--- src/rtl/core/rbp_pkg.sv ---
package rbp_pkg;

	localparam int W = 48;
	localparam int NUM_CFG = 7;
	localparam int NUM_IN = 12;
	localparam int NUM_SLOT = 7;
	localparam int RF_DEPTH = 64;
	localparam int RF_AW = $clog2(RF_DEPTH);
	localparam int PROG_LEN = 143;
	localparam int PC_W = $clog2(PROG_LEN);

	localparam logic signed [W-1:0] Q_MAX = 48'sh7FFF_FFFF_FFFF;
	localparam logic signed [W-1:0] Q_MIN = 48'sh8000_0000_0000;
	localparam logic signed [W-1:0] Q_ONE = 48'sd16777216;
	localparam logic signed [W-1:0] Q_TWO = 48'sd33554432;

	// configuration register indexes
	localparam logic [2:0] CFG_HS = 3'd0;
	localparam logic [2:0] CFG_HK = 3'd1;
	localparam logic [2:0] CFG_IC2 = 3'd2;
	localparam logic [2:0] CFG_ISX = 3'd3;
	localparam logic [2:0] CFG_ISY = 3'd4;
	localparam logic [2:0] CFG_ISZ = 3'd5;
	localparam logic [2:0] CFG_LG = 3'd6;

	typedef enum logic [3:0] {
		OP_ADD,
		OP_SUB,
		OP_MUL,
		OP_DIV,
		OP_DIVZ,
		OP_SQRT,
		OP_MAX,
		OP_CLAMP,
		OP_AVG,
		OP_OUT,
		OP_END
	} op_t;

	typedef enum logic [1:0] {
		ST_IDLE,
		ST_READ,
		ST_EXEC,
		ST_WAIT
	} state_t;

	typedef struct packed {
		op_t        op;
		logic [6:0] dst;
		logic [6:0] a;
		logic [6:0] b;
		logic [1:0] ax;
	} uop_t;

	typedef struct packed {
		logic start;
		op_t  op;
	} alu_req_t;

	typedef struct packed {
		logic                done;
		logic signed [W-1:0] res;
	} alu_rsp_t;

	// operand addresses: inputs, config, constants, then register file (bit 6 set)
	localparam logic [6:0] AP0 = 7'd0;
	localparam logic [6:0] AV0 = 7'd3;
	localparam logic [6:0] AE0 = 7'd6;
	localparam logic [6:0] AB0 = 7'd9;
	localparam logic [6:0] A_CFG = 7'd12;
	localparam logic [6:0] A_HS = 7'd12;
	localparam logic [6:0] A_HK = 7'd13;
	localparam logic [6:0] A_IC2 = 7'd14;
	localparam logic [6:0] A_IS0 = 7'd15;
	localparam logic [6:0] A_LG = 7'd18;
	localparam logic [6:0] A_ONE = 7'd19;
	localparam logic [6:0] A_TWO = 7'd20;
	localparam logic [6:0] A_ZERO = 7'd21;

	localparam logic [6:0] T_A = 7'd64;
	localparam logic [6:0] T_B = 7'd65;
	localparam logic [6:0] T_C = 7'd66;
	localparam logic [6:0] T_T = 7'd67;
	localparam logic [6:0] T_G0 = 7'd68;
	localparam logic [6:0] T_U = 7'd69;
	localparam logic [6:0] T_NP = 7'd72;
	localparam logic [6:0] T_BM2 = 7'd75;
	localparam logic [6:0] T_K = 7'd76;
	localparam logic [6:0] T_E = 7'd77;
	localparam logic [6:0] T_UM = 7'd80;
	localparam logic [6:0] T_GM = 7'd83;
	localparam logic [6:0] T_R = 7'd84;
	localparam logic [6:0] T_BB = 7'd85;
	localparam logic [6:0] T_B2 = 7'd88;
	localparam logic [6:0] T_U1 = 7'd89;
	localparam logic [6:0] T_S = 7'd92;
	localparam logic [6:0] T_UN = 7'd93;
	localparam logic [6:0] T_U2 = 7'd96;
	localparam logic [6:0] T_GN = 7'd97;
	localparam logic [6:0] T_VN = 7'd98;
	localparam logic [6:0] T_BND = 7'd101;

	localparam logic [6:0] O1 = 7'd1;
	localparam logic [6:0] O2 = 7'd2;

	function automatic uop_t u(input op_t op, input logic [6:0] d, input logic [6:0] a,
			input logic [6:0] b);
		uop_t r;
		r.op = op;
		r.dst = d;
		r.a = a;
		r.b = b;
		r.ax = 2'd0;
		return r;
	endfunction

	function automatic uop_t ux(input op_t op, input logic [6:0] d, input logic [6:0] a,
			input logic [6:0] b, input logic [1:0] ax);
		uop_t r;
		r = u(op, d, a, b);
		r.ax = ax;
		return r;
	endfunction

	localparam uop_t PROG [PROG_LEN] = '{
		// gamma at start
		u(OP_MUL, T_A, AV0, AV0), u(OP_MUL, T_B, AV0+O1, AV0+O1), u(OP_ADD, T_A, T_A, T_B),
		u(OP_MUL, T_B, AV0+O2, AV0+O2), u(OP_ADD, T_A, T_A, T_B),
		u(OP_MUL, T_A, T_A, A_IC2), u(OP_SUB, T_A, A_ONE, T_A), u(OP_CLAMP, T_A, T_A, T_A),
		u(OP_SQRT, T_A, T_A, T_A), u(OP_DIV, T_G0, A_ONE, T_A),
		// half drift, four-velocity
		u(OP_MUL, T_B, A_HS, AV0), u(OP_ADD, T_NP, AP0, T_B), u(OP_MUL, T_U, AV0, T_G0),
		u(OP_MUL, T_B, A_HS, AV0+O1), u(OP_ADD, T_NP+O1, AP0+O1, T_B),
		u(OP_MUL, T_U+O1, AV0+O1, T_G0),
		u(OP_MUL, T_B, A_HS, AV0+O2), u(OP_ADD, T_NP+O2, AP0+O2, T_B),
		u(OP_MUL, T_U+O2, AV0+O2, T_G0),
		// B.B
		u(OP_MUL, T_A, AB0, AB0), u(OP_MUL, T_B, AB0+O1, AB0+O1), u(OP_ADD, T_A, T_A, T_B),
		u(OP_MUL, T_B, AB0+O2, AB0+O2), u(OP_ADD, T_BM2, T_A, T_B),
		// E.B and clean
		u(OP_MUL, T_A, AE0, AB0), u(OP_MUL, T_B, AE0+O1, AB0+O1), u(OP_ADD, T_A, T_A, T_B),
		u(OP_MUL, T_B, AE0+O2, AB0+O2), u(OP_ADD, T_A, T_A, T_B),
		u(OP_DIVZ, T_K, T_A, T_BM2),
		u(OP_MUL, T_B, T_K, AB0), u(OP_SUB, T_E, AE0, T_B),
		u(OP_MUL, T_B, T_K, AB0+O1), u(OP_SUB, T_E+O1, AE0+O1, T_B),
		u(OP_MUL, T_B, T_K, AB0+O2), u(OP_SUB, T_E+O2, AE0+O2, T_B),
		// first kick
		u(OP_MUL, T_B, A_HK, T_E), u(OP_ADD, T_UM, T_U, T_B),
		u(OP_MUL, T_B, A_HK, T_E+O1), u(OP_ADD, T_UM+O1, T_U+O1, T_B),
		u(OP_MUL, T_B, A_HK, T_E+O2), u(OP_ADD, T_UM+O2, T_U+O2, T_B),
		u(OP_MUL, T_A, T_UM, T_UM), u(OP_MUL, T_B, T_UM+O1, T_UM+O1), u(OP_ADD, T_A, T_A, T_B),
		u(OP_MUL, T_B, T_UM+O2, T_UM+O2), u(OP_ADD, T_A, T_A, T_B),
		u(OP_MUL, T_A, T_A, A_IC2), u(OP_ADD, T_A, A_ONE, T_A), u(OP_SQRT, T_GM, T_A, T_A),
		u(OP_DIV, T_R, A_HK, T_GM),
		u(OP_MUL, T_BB, T_R, AB0), u(OP_MUL, T_BB+O1, T_R, AB0+O1),
		u(OP_MUL, T_BB+O2, T_R, AB0+O2),
		u(OP_MUL, T_A, T_BB, T_BB), u(OP_MUL, T_B, T_BB+O1, T_BB+O1), u(OP_ADD, T_A, T_A, T_B),
		u(OP_MUL, T_B, T_BB+O2, T_BB+O2), u(OP_ADD, T_B2, T_A, T_B),
		// u1 = um + um x b
		u(OP_MUL, T_A, T_UM+O1, T_BB+O2), u(OP_MUL, T_B, T_UM+O2, T_BB+O1),
		u(OP_SUB, T_A, T_A, T_B), u(OP_ADD, T_U1, T_UM, T_A),
		u(OP_MUL, T_A, T_UM+O2, T_BB), u(OP_MUL, T_B, T_UM, T_BB+O2),
		u(OP_SUB, T_A, T_A, T_B), u(OP_ADD, T_U1+O1, T_UM+O1, T_A),
		u(OP_MUL, T_A, T_UM, T_BB+O1), u(OP_MUL, T_B, T_UM+O1, T_BB),
		u(OP_SUB, T_A, T_A, T_B), u(OP_ADD, T_U1+O2, T_UM+O2, T_A),
		u(OP_ADD, T_A, A_ONE, T_B2), u(OP_DIV, T_S, A_TWO, T_A),
		// rotate and second kick
		u(OP_MUL, T_A, T_U1+O1, T_BB+O2), u(OP_MUL, T_B, T_U1+O2, T_BB+O1),
		u(OP_SUB, T_A, T_A, T_B), u(OP_MUL, T_A, T_S, T_A), u(OP_ADD, T_A, T_UM, T_A),
		u(OP_MUL, T_B, A_HK, T_E), u(OP_ADD, T_UN, T_A, T_B),
		u(OP_MUL, T_A, T_U1+O2, T_BB), u(OP_MUL, T_B, T_U1, T_BB+O2),
		u(OP_SUB, T_A, T_A, T_B), u(OP_MUL, T_A, T_S, T_A), u(OP_ADD, T_A, T_UM+O1, T_A),
		u(OP_MUL, T_B, A_HK, T_E+O1), u(OP_ADD, T_UN+O1, T_A, T_B),
		u(OP_MUL, T_A, T_U1, T_BB+O1), u(OP_MUL, T_B, T_U1+O1, T_BB),
		u(OP_SUB, T_A, T_A, T_B), u(OP_MUL, T_A, T_S, T_A), u(OP_ADD, T_A, T_UM+O2, T_A),
		u(OP_MUL, T_B, A_HK, T_E+O2), u(OP_ADD, T_UN+O2, T_A, T_B),
		u(OP_MUL, T_A, T_UN, T_UN), u(OP_MUL, T_B, T_UN+O1, T_UN+O1), u(OP_ADD, T_A, T_A, T_B),
		u(OP_MUL, T_B, T_UN+O2, T_UN+O2), u(OP_ADD, T_U2, T_A, T_B),
		u(OP_MUL, T_A, T_U2, A_IC2), u(OP_ADD, T_A, A_ONE, T_A), u(OP_SQRT, T_GN, T_A, T_A),
		// new velocity, second drift
		u(OP_DIV, T_VN, T_UN, T_GN), u(OP_MUL, T_B, A_HS, T_VN), u(OP_ADD, T_A, T_NP, T_B),
		u(OP_OUT, 7'd0, T_A, T_A), u(OP_OUT, 7'd3, T_VN, T_VN),
		u(OP_DIV, T_VN+O1, T_UN+O1, T_GN), u(OP_MUL, T_B, A_HS, T_VN+O1),
		u(OP_ADD, T_A, T_NP+O1, T_B), u(OP_OUT, 7'd1, T_A, T_A), u(OP_OUT, 7'd4, T_VN+O1, T_VN+O1),
		u(OP_DIV, T_VN+O2, T_UN+O2, T_GN), u(OP_MUL, T_B, A_HS, T_VN+O2),
		u(OP_ADD, T_A, T_NP+O2, T_B), u(OP_OUT, 7'd2, T_A, T_A), u(OP_OUT, 7'd5, T_VN+O2, T_VN+O2),
		// crossing limit
		u(OP_ADD, T_BND, A_ZERO, A_ZERO),
		u(OP_AVG, T_A, T_VN, AV0), u(OP_MUL, T_A, T_A, A_IS0),
		ux(OP_MAX, T_BND, T_BND, T_A, 2'd1),
		u(OP_AVG, T_A, T_VN+O1, AV0+O1), u(OP_MUL, T_A, T_A, A_IS0+O1),
		ux(OP_MAX, T_BND, T_BND, T_A, 2'd2),
		u(OP_AVG, T_A, T_VN+O2, AV0+O2), u(OP_MUL, T_A, T_A, A_IS0+O2),
		ux(OP_MAX, T_BND, T_BND, T_A, 2'd3),
		// Larmor limit
		u(OP_MUL, T_A, T_VN, AB0), u(OP_MUL, T_B, T_VN+O1, AB0+O1), u(OP_ADD, T_A, T_A, T_B),
		u(OP_MUL, T_B, T_VN+O2, AB0+O2), u(OP_ADD, T_A, T_A, T_B),
		u(OP_MUL, T_T, T_A, T_A), u(OP_MUL, T_B, T_GN, T_GN), u(OP_DIV, T_C, T_U2, T_B),
		u(OP_DIVZ, T_T, T_T, T_C), u(OP_SUB, T_A, T_BM2, T_T), u(OP_SQRT, T_A, T_A, T_A),
		u(OP_MUL, T_A, T_A, A_LG), u(OP_DIV, T_A, T_A, T_GN),
		u(OP_MAX, T_BND, T_BND, T_A),
		u(OP_OUT, 7'd6, T_BND, T_BND), u(OP_END, T_A, T_A, T_A)
	};

	function automatic logic signed [W-1:0] sat49(input logic signed [W:0] v);
		if (v[W] != v[W-1]) return v[W] ? Q_MIN : Q_MAX;
		return v[W-1:0];
	endfunction

	function automatic logic [W-1:0] mag(input logic signed [W-1:0] v);
		return v[W-1] ? W'(-v) : W'(v);
	endfunction

	function automatic logic signed [W-1:0] signq(input logic neg, input logic [50:0] m);
		logic [50:0] lim;
		logic [50:0] c;
		lim = neg ? 51'h0_8000_0000_0000 : 51'h0_7FFF_FFFF_FFFF;
		c = (m > lim) ? lim : m;
		return neg ? -c[W-1:0] : c[W-1:0];
	endfunction

endpackage

--- src/rtl/core/rbp_alu.sv ---
module rbp_alu (
	input  logic                           clk,
	input  logic                           arst_n,
	input  rbp_pkg::alu_req_t              req,
	input  logic signed [rbp_pkg::W-1:0]   a,
	input  logic signed [rbp_pkg::W-1:0]   b,
	output rbp_pkg::alu_rsp_t              rsp
);

	logic        busy_q, done_q, neg_q, big_q;
	rbp_pkg::op_t op_q;
	logic [6:0]  cnt_q;
	logic [47:0] ma_q, mb_q, prod_q;
	logic [71:0] num_q, quo_q;
	logic [48:0] rem_q;
	logic [50:0] acc_q;
	logic signed [47:0] res_q;

	logic [47:0] ma_in, mb_in;
	logic        is_div, long_op, last;
	logic signed [47:0] fast_res, fin_res;
	logic [23:0] mx, my;
	logic [47:0] mul_p;
	logic [48:0] drem, dsub;
	logic        dge;
	logic [39:0] srem, strial, ssub;
	logic        sge;
	logic [48:0] avg_sum;
	logic [47:0] avg_half;

	assign ma_in = rbp_pkg::mag(a);
	assign mb_in = rbp_pkg::mag(b);
	assign is_div = (req.op == rbp_pkg::OP_DIV) || (req.op == rbp_pkg::OP_DIVZ);
	assign long_op = (req.op == rbp_pkg::OP_MUL)
		|| (is_div && ma_in != '0 && mb_in != '0)
		|| (req.op == rbp_pkg::OP_SQRT && a > 0);

	always_comb begin
		last = 1'b0;
		if (busy_q) begin
			case (op_q)
				rbp_pkg::OP_MUL:  last = (cnt_q == 7'd4);
				rbp_pkg::OP_DIV,
				rbp_pkg::OP_DIVZ: last = (cnt_q == 7'd72);
				rbp_pkg::OP_SQRT: last = (cnt_q == 7'd36);
				default:          last = 1'b0;
			endcase
		end
	end

	assign avg_sum = {1'b0, ma_in} + {1'b0, mb_in};
	assign avg_half = avg_sum[48:1];

	always_comb begin
		case (req.op)
			rbp_pkg::OP_ADD:   fast_res = rbp_pkg::sat49({a[47], a} + {b[47], b});
			rbp_pkg::OP_SUB:   fast_res = rbp_pkg::sat49({a[47], a} - {b[47], b});
			rbp_pkg::OP_MAX:   fast_res = (b > a) ? b : a;
			rbp_pkg::OP_CLAMP: fast_res = (a < 48'sd1) ? 48'sd1 : a;
			rbp_pkg::OP_AVG:   fast_res = (avg_half > 48'h7FFF_FFFF_FFFF) ? rbp_pkg::Q_MAX
				: $signed(avg_half);
			rbp_pkg::OP_DIV:   fast_res = (ma_in == '0) ? '0 : (a[47] ? rbp_pkg::Q_MIN
				: rbp_pkg::Q_MAX);
			default:           fast_res = '0;
		endcase
	end

	// multiply in four 24x24 partial products
	assign mx = cnt_q[1] ? ma_q[23:0] : ma_q[47:24];
	assign my = cnt_q[0] ? mb_q[23:0] : mb_q[47:24];
	assign mul_p = mx * my;

	// restoring divide, one quotient bit per cycle
	assign drem = {rem_q[47:0], num_q[71]};
	assign dge = drem >= {1'b0, mb_q};
	assign dsub = drem - {1'b0, mb_q};

	// square root, two radicand bits per cycle
	assign srem = {rem_q[37:0], num_q[71:70]};
	assign strial = {2'b00, quo_q[35:0], 2'b01};
	assign sge = srem >= strial;
	assign ssub = srem - strial;

	always_comb begin
		case (op_q)
			rbp_pkg::OP_MUL: fin_res = rbp_pkg::signq(neg_q, big_q ? 51'h0_8000_0000_0000
				: acc_q + ({3'b000, prod_q} >> 24) + {50'd0, prod_q[23]});
			rbp_pkg::OP_DIV,
			rbp_pkg::OP_DIVZ: fin_res = rbp_pkg::signq(neg_q, (|quo_q[71:47])
				? 51'h0_8000_0000_0000 : {4'b0000, quo_q[46:0]});
			rbp_pkg::OP_SQRT: fin_res = {12'd0, quo_q[35:0]};
			default:          fin_res = '0;
		endcase
	end

	always_ff @(posedge clk or negedge arst_n) begin
		if (!arst_n) begin
			busy_q <= 1'b0;
			done_q <= 1'b0;
			cnt_q <= '0;
			op_q <= rbp_pkg::OP_ADD;
		end else begin
			done_q <= (req.start && !long_op) || last;
			if (req.start) begin
				busy_q <= long_op;
				cnt_q <= '0;
				op_q <= req.op;
			end else if (busy_q) begin
				busy_q <= !last;
				cnt_q <= cnt_q + 7'd1;
			end
		end
	end

	always_ff @(posedge clk) begin
		if (req.start) begin
			ma_q <= ma_in;
			mb_q <= mb_in;
			neg_q <= a[47] ^ b[47];
			num_q <= (req.op == rbp_pkg::OP_SQRT) ? {a, 24'd0} : {ma_in, 24'd0};
			rem_q <= '0;
			quo_q <= '0;
			res_q <= fast_res;
		end else if (busy_q) begin
			case (op_q)
				rbp_pkg::OP_MUL: begin
					prod_q <= mul_p;
					if (cnt_q == 7'd1) begin
						acc_q <= {prod_q[26:0], 24'd0};
						big_q <= |prod_q[47:23];
					end else if (cnt_q == 7'd2 || cnt_q == 7'd3) begin
						acc_q <= acc_q + {3'b000, prod_q};
					end
				end
				rbp_pkg::OP_DIV,
				rbp_pkg::OP_DIVZ: begin
					if (!last) begin
						num_q <= {num_q[70:0], 1'b0};
						rem_q <= dge ? dsub : drem;
						quo_q <= {quo_q[70:0], dge};
					end
				end
				rbp_pkg::OP_SQRT: begin
					if (!last) begin
						num_q <= {num_q[69:0], 2'b00};
						rem_q <= {11'd0, sge ? ssub[37:0] : srem[37:0]};
						quo_q <= {quo_q[70:0], sge};
					end
				end
				default: begin
				end
			endcase
			if (last) begin
				res_q <= fin_res;
			end
		end
	end

	assign rsp.done = done_q;
	assign rsp.res = res_q;

endmodule

--- config.mk ---
export PLATFORM = sky130hd
export DESIGN_NAME = rbp_alu
export DESIGN_NICKNAME = d
export VERILOG_FILES = /design/src/rtl/core/rbp_pkg.sv /design/src/rtl/core/rbp_alu.sv
export SDC_FILE = /design/constraint.sdc
export NUM_CORES = 2
export LEC_CHECK = 0
export BUFFER_PORTS_ARGS = -buffer_cell sky130_fd_sc_hd__buf_2
export CORE_MARGIN = 4
export CORE_UTILIZATION = 40
export CTS_CLUSTER_DIAMETER = 200
export DETAILED_ROUTE_END_ITERATION = 10
export GPL_ROUTABILITY_DRIVEN = 0
export PLACE_DENSITY = 0.56
export SLEW_MARGIN = 20
export SYNTH_ARGS = -nofsm -noshare
export SYNTH_HDL_FRONTEND = slang
export SYNTH_SLANG_ARGS = --single-unit
--- constraint.sdc ---
create_clock -name clk -period 11.05 [get_ports clk]
set_clock_uncertainty 0.05 [all_clocks]
set_input_delay 1.6575 -clock clk [delete_from_list [all_inputs] [get_ports clk]]
set_output_delay 1.6575 -clock clk [all_outputs]
set_load 0.01 [all_outputs]
# After elaboration in Yosys (flattened, before gate mapping)
# Cells that the tools add are included.
[word_totals] regBits=450 output_inout_bits=49 word_cells=145
[classes] add_sub_neg=13 mul=1 order_cmp=8 eq_ne=24 n_mux=53 bitwise_logic=2 n_reduce_logical=29
[op_table] op="48-bit 2-to-1 mux" count=25
[op_table] op="72-bit 2-to-1 mux" count=7
[op_table] op="48-bit case mux with 6 select lines" count=1
[op_table] op="72-bit case mux with 2 select lines" count=2
[op_table] op="48-bit negation" count=4
[op_table] op="51-bit 2-to-1 mux" count=3
[op_table] op="48-bit case mux with 3 select lines" count=1
[op_table] op="48-bit by 48-bit adder with 49-bit output" count=2
[op_table] op="48-bit > comparator" count=2
[op_table] op="48-bit case mux with 2 select lines" count=1
[op_table] op="48-bit nonzero test" count=2
[op_table] op="51-bit by 1-bit adder with 51-bit output" count=1
[op_table] op="51-bit by 24-bit adder with 51-bit output" count=1
[op_table] op="51-bit by 48-bit adder with 51-bit output" count=1
[op_table] op="51-bit by 48-bit > comparator with 1-bit output" count=1
[op_table] op="25-bit OR reduction" count=2
[op_table] op="49-bit by 48-bit >= comparator with 1-bit output" count=1
[op_table] op="48-bit by 48-bit subtractor with 49-bit output" count=1
[op_table] op="48-bit by 1-bit > comparator with 1-bit output (second input constant)" count=1
[op_table] op="48-bit by 47-bit > comparator with 1-bit output (second input constant)" count=1
[op_table] op="48-bit logical NOT" count=1
[op_table] op="48-bit by 2-bit < comparator with 1-bit output (second input constant)" count=1
[op_table] op="24-bit by 24-bit multiplier with 48-bit output" count=1
[op_table] op="24-bit 2-to-1 mux" count=2
[op_table] op="32 further kinds" count=65

# Logic depth before layout (Yosys ltp)
[depth] word_depth=11 ltp_mapped=33

# Worst setup path after synthesis
# Ideal clock, no wire load.
[synth_timing] path_kind="register to register" from="register cnt_q[1]" to="register prod_q[45], data pin" setup_ns=0.258 arrival_ns=8.343 t_required_ns=10.742 setup_slack_ns=2.399 path_stages_with_launch=30 n_path_buf=3 period_less_slack_ns=8.651 cell_sequence="dfrtp_1 clkbuf_1 buf_1 buf_1 mux2i_1 nor2_1 fa_1 fa_1 fa_1 inv_1 fa_1 fa_1 inv_1 fa_1 fa_1 ha_1 a21o_1 a21oi_1 o21bai_1 a2111oi_0 o211ai_1 o21a_1 nor3b_1 o31ai_1 o311a_1 a2111oi_0 o21ai_0 nand2b_1 a21oi_1 xnor2_1"
[synth_via] elab_chain_len=2
[synth_rtl] item="start, declared" line_no="rbp_alu.sv:12" rtl="logic [6:0] cnt_q;"
[synth_rtl] item="start signal, assigned" line_no="rbp_alu.sv:110" rtl="cnt_q <= cnt_q + 7'd1;"
[synth_rtl] item="24-bit 2-to-1 mux" line_no="rbp_alu.sv:69" rtl="assign mx = cnt_q[1] ? ma_q[23:0] : ma_q[47:24];"
[synth_rtl] item="24-bit by 24-bit multiplier with 48-bit output" line_no="rbp_alu.sv:71" rtl="assign mul_p = mx * my;"
[synth_rtl] item="named net mul_p[45]" line_no="rbp_alu.sv:23" rtl="logic [47:0] mul_p;"
[synth_rtl] item="end signal, assigned" line_no="rbp_alu.sv:127" rtl="prod_q <= mul_p;"
[synth_rtl] item="end, declared" line_no="rbp_alu.sv:13" rtl="logic [47:0] ma_q, mb_q, prod_q;"
# The timed path passes the listed nets, and every way through them passes these cells.
# A chain may end at the register's enable or synchronous reset.

# Worst setup path after layout
[layout_timing] from="register cnt_q[0]" to="register prod_q[47], data pin"
[layout_via] elab_chain_len=2
[layout_rtl] item="24-bit 2-to-1 mux" line_no="rbp_alu.sv:70" rtl="assign my = cnt_q[0] ? mb_q[23:0] : mb_q[47:24];"
[layout_rtl] item="24-bit by 24-bit multiplier with 48-bit output" line_no="rbp_alu.sv:71"
[layout_rtl] item="named net mul_p[47]" line_no="rbp_alu.sv:23"
# The timed path passes the listed nets, and every way through them passes these cells.

==> run summary <==
STA classifies the critical path endpoint as a flip-flop. The worst register-to-register path begins at cnt_q[0]. The final net count is 9130. The post-route netlist has 6.89% of its cells at a drive strength greater than 1. Cells fill 43.4% of the core in the end. Setup repair after global routing left no endpoint under its margin. The overflow left after global routing came out at 0. The final critical path takes up 91.9% of the cycle. Once layout is done, the placed cells without fillers occupy 69000 um^2. The number of flops mapped to enable cells by yosys is 293.

The global-route total usage across every layer came out at 30.6%. The share of async-settable or async-resettable flops after synthesis is 3.05%. The I/O pin count came out at 152. The chip width came out at 408 um. The biggest area contributor in the post-synthesis netlist is fa_1. The layout overhead on the synthesized area is 7.62%. After clock tree synthesis, the repair step resized 0 gates. The register bit count reported by yosys is 426.

The number of antenna violations at the first check in global routing is 18. The fmax is 98.5 MHz. The Yosys step of the flow raised 0 warnings. The total nets after synthesis is 9222. CTS built an H-tree with a depth of 2.

The number of buffers inserted by post-CTS setup repair is 0. In the synthesized netlist the dominant register cell turns out to be edfxtp_1. After detailed routing, the average wire length per cell comes to 26.3 um. The number of endpoints failing setup at the final stage is 0. The die covers 167000 um^2. The number of slew-limit violations in the final report is 0.

The total count of hold-check failures in the final report is 0. The most common cell type on the critical path is fa_1. The aggregate negative setup slack is 0 ns. The total DRC errors in the routed layout is 0. The number of cells produced by synthesis is 8051. In this run the register-to-register setup slack is 0.90 ns.

The highest net fanout along the worst path came out at 49. The number of global-route vias before repair came out at 59100. The path class of the tightest hold or removal check is flip-flop to flip-flop. The post-synthesis average cell area is 7.96 um^2. The count of buffers from port buffering came out at 151.

Counting instances, the worst hold path has a depth of 2. The slew at the pin closest to its max-slew limit is 1.28 ns. The TritonCTS buffer count is 53. The post-synthesis cell area is 64100 um^2. The data required time at the worst endpoint came out at 11.39 ns.

The buffer levels on the longest clock path came out at 3. On the worst path, the slowest cell contributes a delay of 1.09 ns. The fraction of synthesized cell area taken by the top area cell type came out at 15.3%. The filler cell count came out at 16100.

The worst setup path is launched from a flip-flop. The run finished with clean final reports. For this run, the detailed router's first-pass iteration total came to 7. The total via count after detailed routing came out at 62400. The initial detailed-routing violation count came out at 7975. The number of buffers inserted by hold repair at cts is 0.

The worst path in the final design needs a cycle of 10.15 ns, including I/O delays and setup. Data on the critical path arrives at its endpoint at 10.49 ns. The vias per cell came out at 6.18. TritonCTS built the clock tree. Once the floorplan was initialized, standard cells occupied 40.3% of the core.

The first global-routing pass estimated 387000 um of wire. The worst setup path is of the flip-flop to flip-flop kind. The detailed-placement wirelength estimate came out at 210000 um. The die span in y is 408 um. The tree is rooted in a clkbuf_16. Clock latency on the worst-skew pair, taken at its later pin, is 0.66 ns. The final worst-path setup slack came out at 0.898 ns. The floorplan has 146 rows. The number of sinks handled by clock tree synthesis came out at 426. The maximum number of pins on one net before global-route repair is 159. The count of maximum capacitance violations is 0. For hold timing, the worst endpoint is quo_q[70]. The worst reg2reg path endpoint is prod_q[47]. The number of cell instances on the worst register-to-register path came out at 28.

By area the synthesized netlist is led by fa_1 (15%), edfxtp_1 (14%), ha_1 (11%). The relative slew slack came out at 14.0%. The floorplan step defined a core boundary enclosing 159000 um^2.

OpenSTA, run right after detailed placement, puts the worst setup slack at 1.05 ns. The cell at the slowest stage of the critical path is dfrtp_2. In this run the most critical hold path is launched from quo_q[69]. Summed over all layers, the routed wires come to 265000 um. The count of antenna-violating nets left after detailed routing is 0. The count of unique library cells instantiated by Yosys came out at 96.

The post-CTS clock slew at the launch and capture registers of the worst setup and hold paths came out at 0.07 ns. The share of synthesized area occupied by flip-flops and latches came out at 18.0%. The cell area after placement came out at 67000 um^2.
==> routing by layer <==
| metal | part of all wire (%) | global-route usage (%) | up-vias |
|---|---|---|---|
| met3 | 10 | 7.20 | 769 |
| li1 | - | - | 28000 |
| met4 | 7.1 | 17.7 | 8 |
| met5 | 0.018 | 0 | - |
| met2 | 43 | 46.7 | 3515 |
| met1 | 39 | 39.4 | 30100 |
==> worst max-delay path: cells and delay by family, from the launching register on <==
kind                     cells  cell delay (ns)
flip-flops                   1             1.09
adder cells (fa/ha/maj)      8             3.71
AO/OA/AOI/OAI                7             2.71
AND/OR/NAND/NOR              7             1.33
buffers and inverters        5             0.87
XOR/XNOR                     1             0.12
==> area by class of cell <==
type | instances | area (um^2) | area share [%]
multi-input cells | 6430 | 48400 | 70.1
flip-flops and latches | 426 | 11500 | 16.7
inverters | 771 | 2900 | 4.20
well taps | 2072 | 2590 | 3.76
repair buffers | 277 | 1730 | 2.50
clock buffers | 58 | 1370 | 1.98
clock inverters | 40 | 464 | 0.673
diodes | 15 | 37.5 | 0.0544
==> layout by cell type, fill, tap and decap left out, types with 45 or more instances in the layout <==
| cell | n |
|---|---|
| nand2_1 | 1047 |
| inv_1 | 764 |
| nor2_1 | 669 |
| a21oi_1 | 610 |
| ha_1 | 579 |
| fa_1 | 489 |
| o21ai_0 | 471 |
| xnor2_1 | 335 |
| edfxtp_1 | 293 |
| a21o_1 | 186 |
| buf_2 | 150 |
| nand3_1 | 149 |
| nor3_1 | 145 |
| xor2_1 | 126 |
| buf_4 | 124 |
| dfxtp_1 | 120 |
| a31oi_1 | 112 |
| nand4_1 | 89 |
| o211ai_1 | 81 |
| and2_1 | 77 |
| nor2b_1 | 75 |
| mux2i_1 | 73 |
| nor4_1 | 72 |
| nand2b_1 | 68 |
| o21a_1 | 68 |
| o21bai_1 | 68 |
| or3_1 | 66 |
| o31ai_1 | 66 |
| a211oi_1 | 56 |
| clkbuf_16 | 53 |
| a221oi_1 | 45 |
==> metrics by stage <==
step | cells | hold WS, ns
after floorplan | 8051 | 0.387
after global placement | 9974 | 0.397
after detailed placement | 9974 | 0.405
after CTS | 10100 | 0.414
after global routing | 10100 | 0.439
final | 10100 | 0.405
==> kinds of logic after synthesis <==
group / share of synthesized area, %
DFF: 18.0
buffers and inverters: 7.04
xor gates and xnor gates: 6.42
adders and majority gates: 26.6
and+or+nand+nor: 18.9
muxes: 1.94
AOI/OAI and AO/OA: 21.2
==> cells in the mapped netlist, types with 68 or more instances <==
| cell | n |
|---|---|
| nand2_1 | 1048 |
| inv_1 | 766 |
| nor2_1 | 672 |
| a21oi_1 | 614 |
| ha_1 | 579 |
| fa_1 | 489 |
| o21ai_0 | 478 |
| clkbuf_1 | 385 |
| xnor2_1 | 344 |
| edfxtp_1 | 293 |
| a21o_1 | 187 |
| nand3_1 | 149 |
| nor3_1 | 148 |
| xor2_1 | 126 |
| dfxtp_1 | 120 |
| a31oi_1 | 114 |
| nand4_1 | 89 |
| o211ai_1 | 81 |
| and2_1 | 77 |
| mux2i_1 | 77 |
| nor2b_1 | 75 |
| nor4_1 | 75 |
| o21bai_1 | 69 |
| nand2b_1 | 68 |
| o21a_1 | 68 |
==> how the worst max path moves through the flow <==
| stage | start | endpoint | slack [ns] | depth (start not counted) |
|---|---|---|---|---|
| detailed placement | cnt_q[0] | prod_q[47] | 1.05 | 28 |
| finish | cnt_q[0] | prod_q[47] | 0.90 | 28 |
| floorplan | cnt_q[1] | prod_q[45] | 2.40 | 29 |
| global placement | cnt_q[0] | prod_q[47] | 1.24 | 28 |
| global route | cnt_q[0] | prod_q[47] | 0.20 | 28 |
| CTS | cnt_q[0] | prod_q[47] | 1.04 | 28 |
==> sequential cells by signal (all words and copies together) (netlist names) <==
name,count
quo_q,72
acc_q,51
ma_q,48
mb_q,48
num_q,48
prod_q,48
rem_q,48
res_q,48
cnt_q,7
op_q,4
big_q,1
busy_q,1
done_q,1
neg_q,1
Power is left out: the tool's default activity adds up to more than one toggle a clock period on the data nets, which glitch-free logic cannot reach.
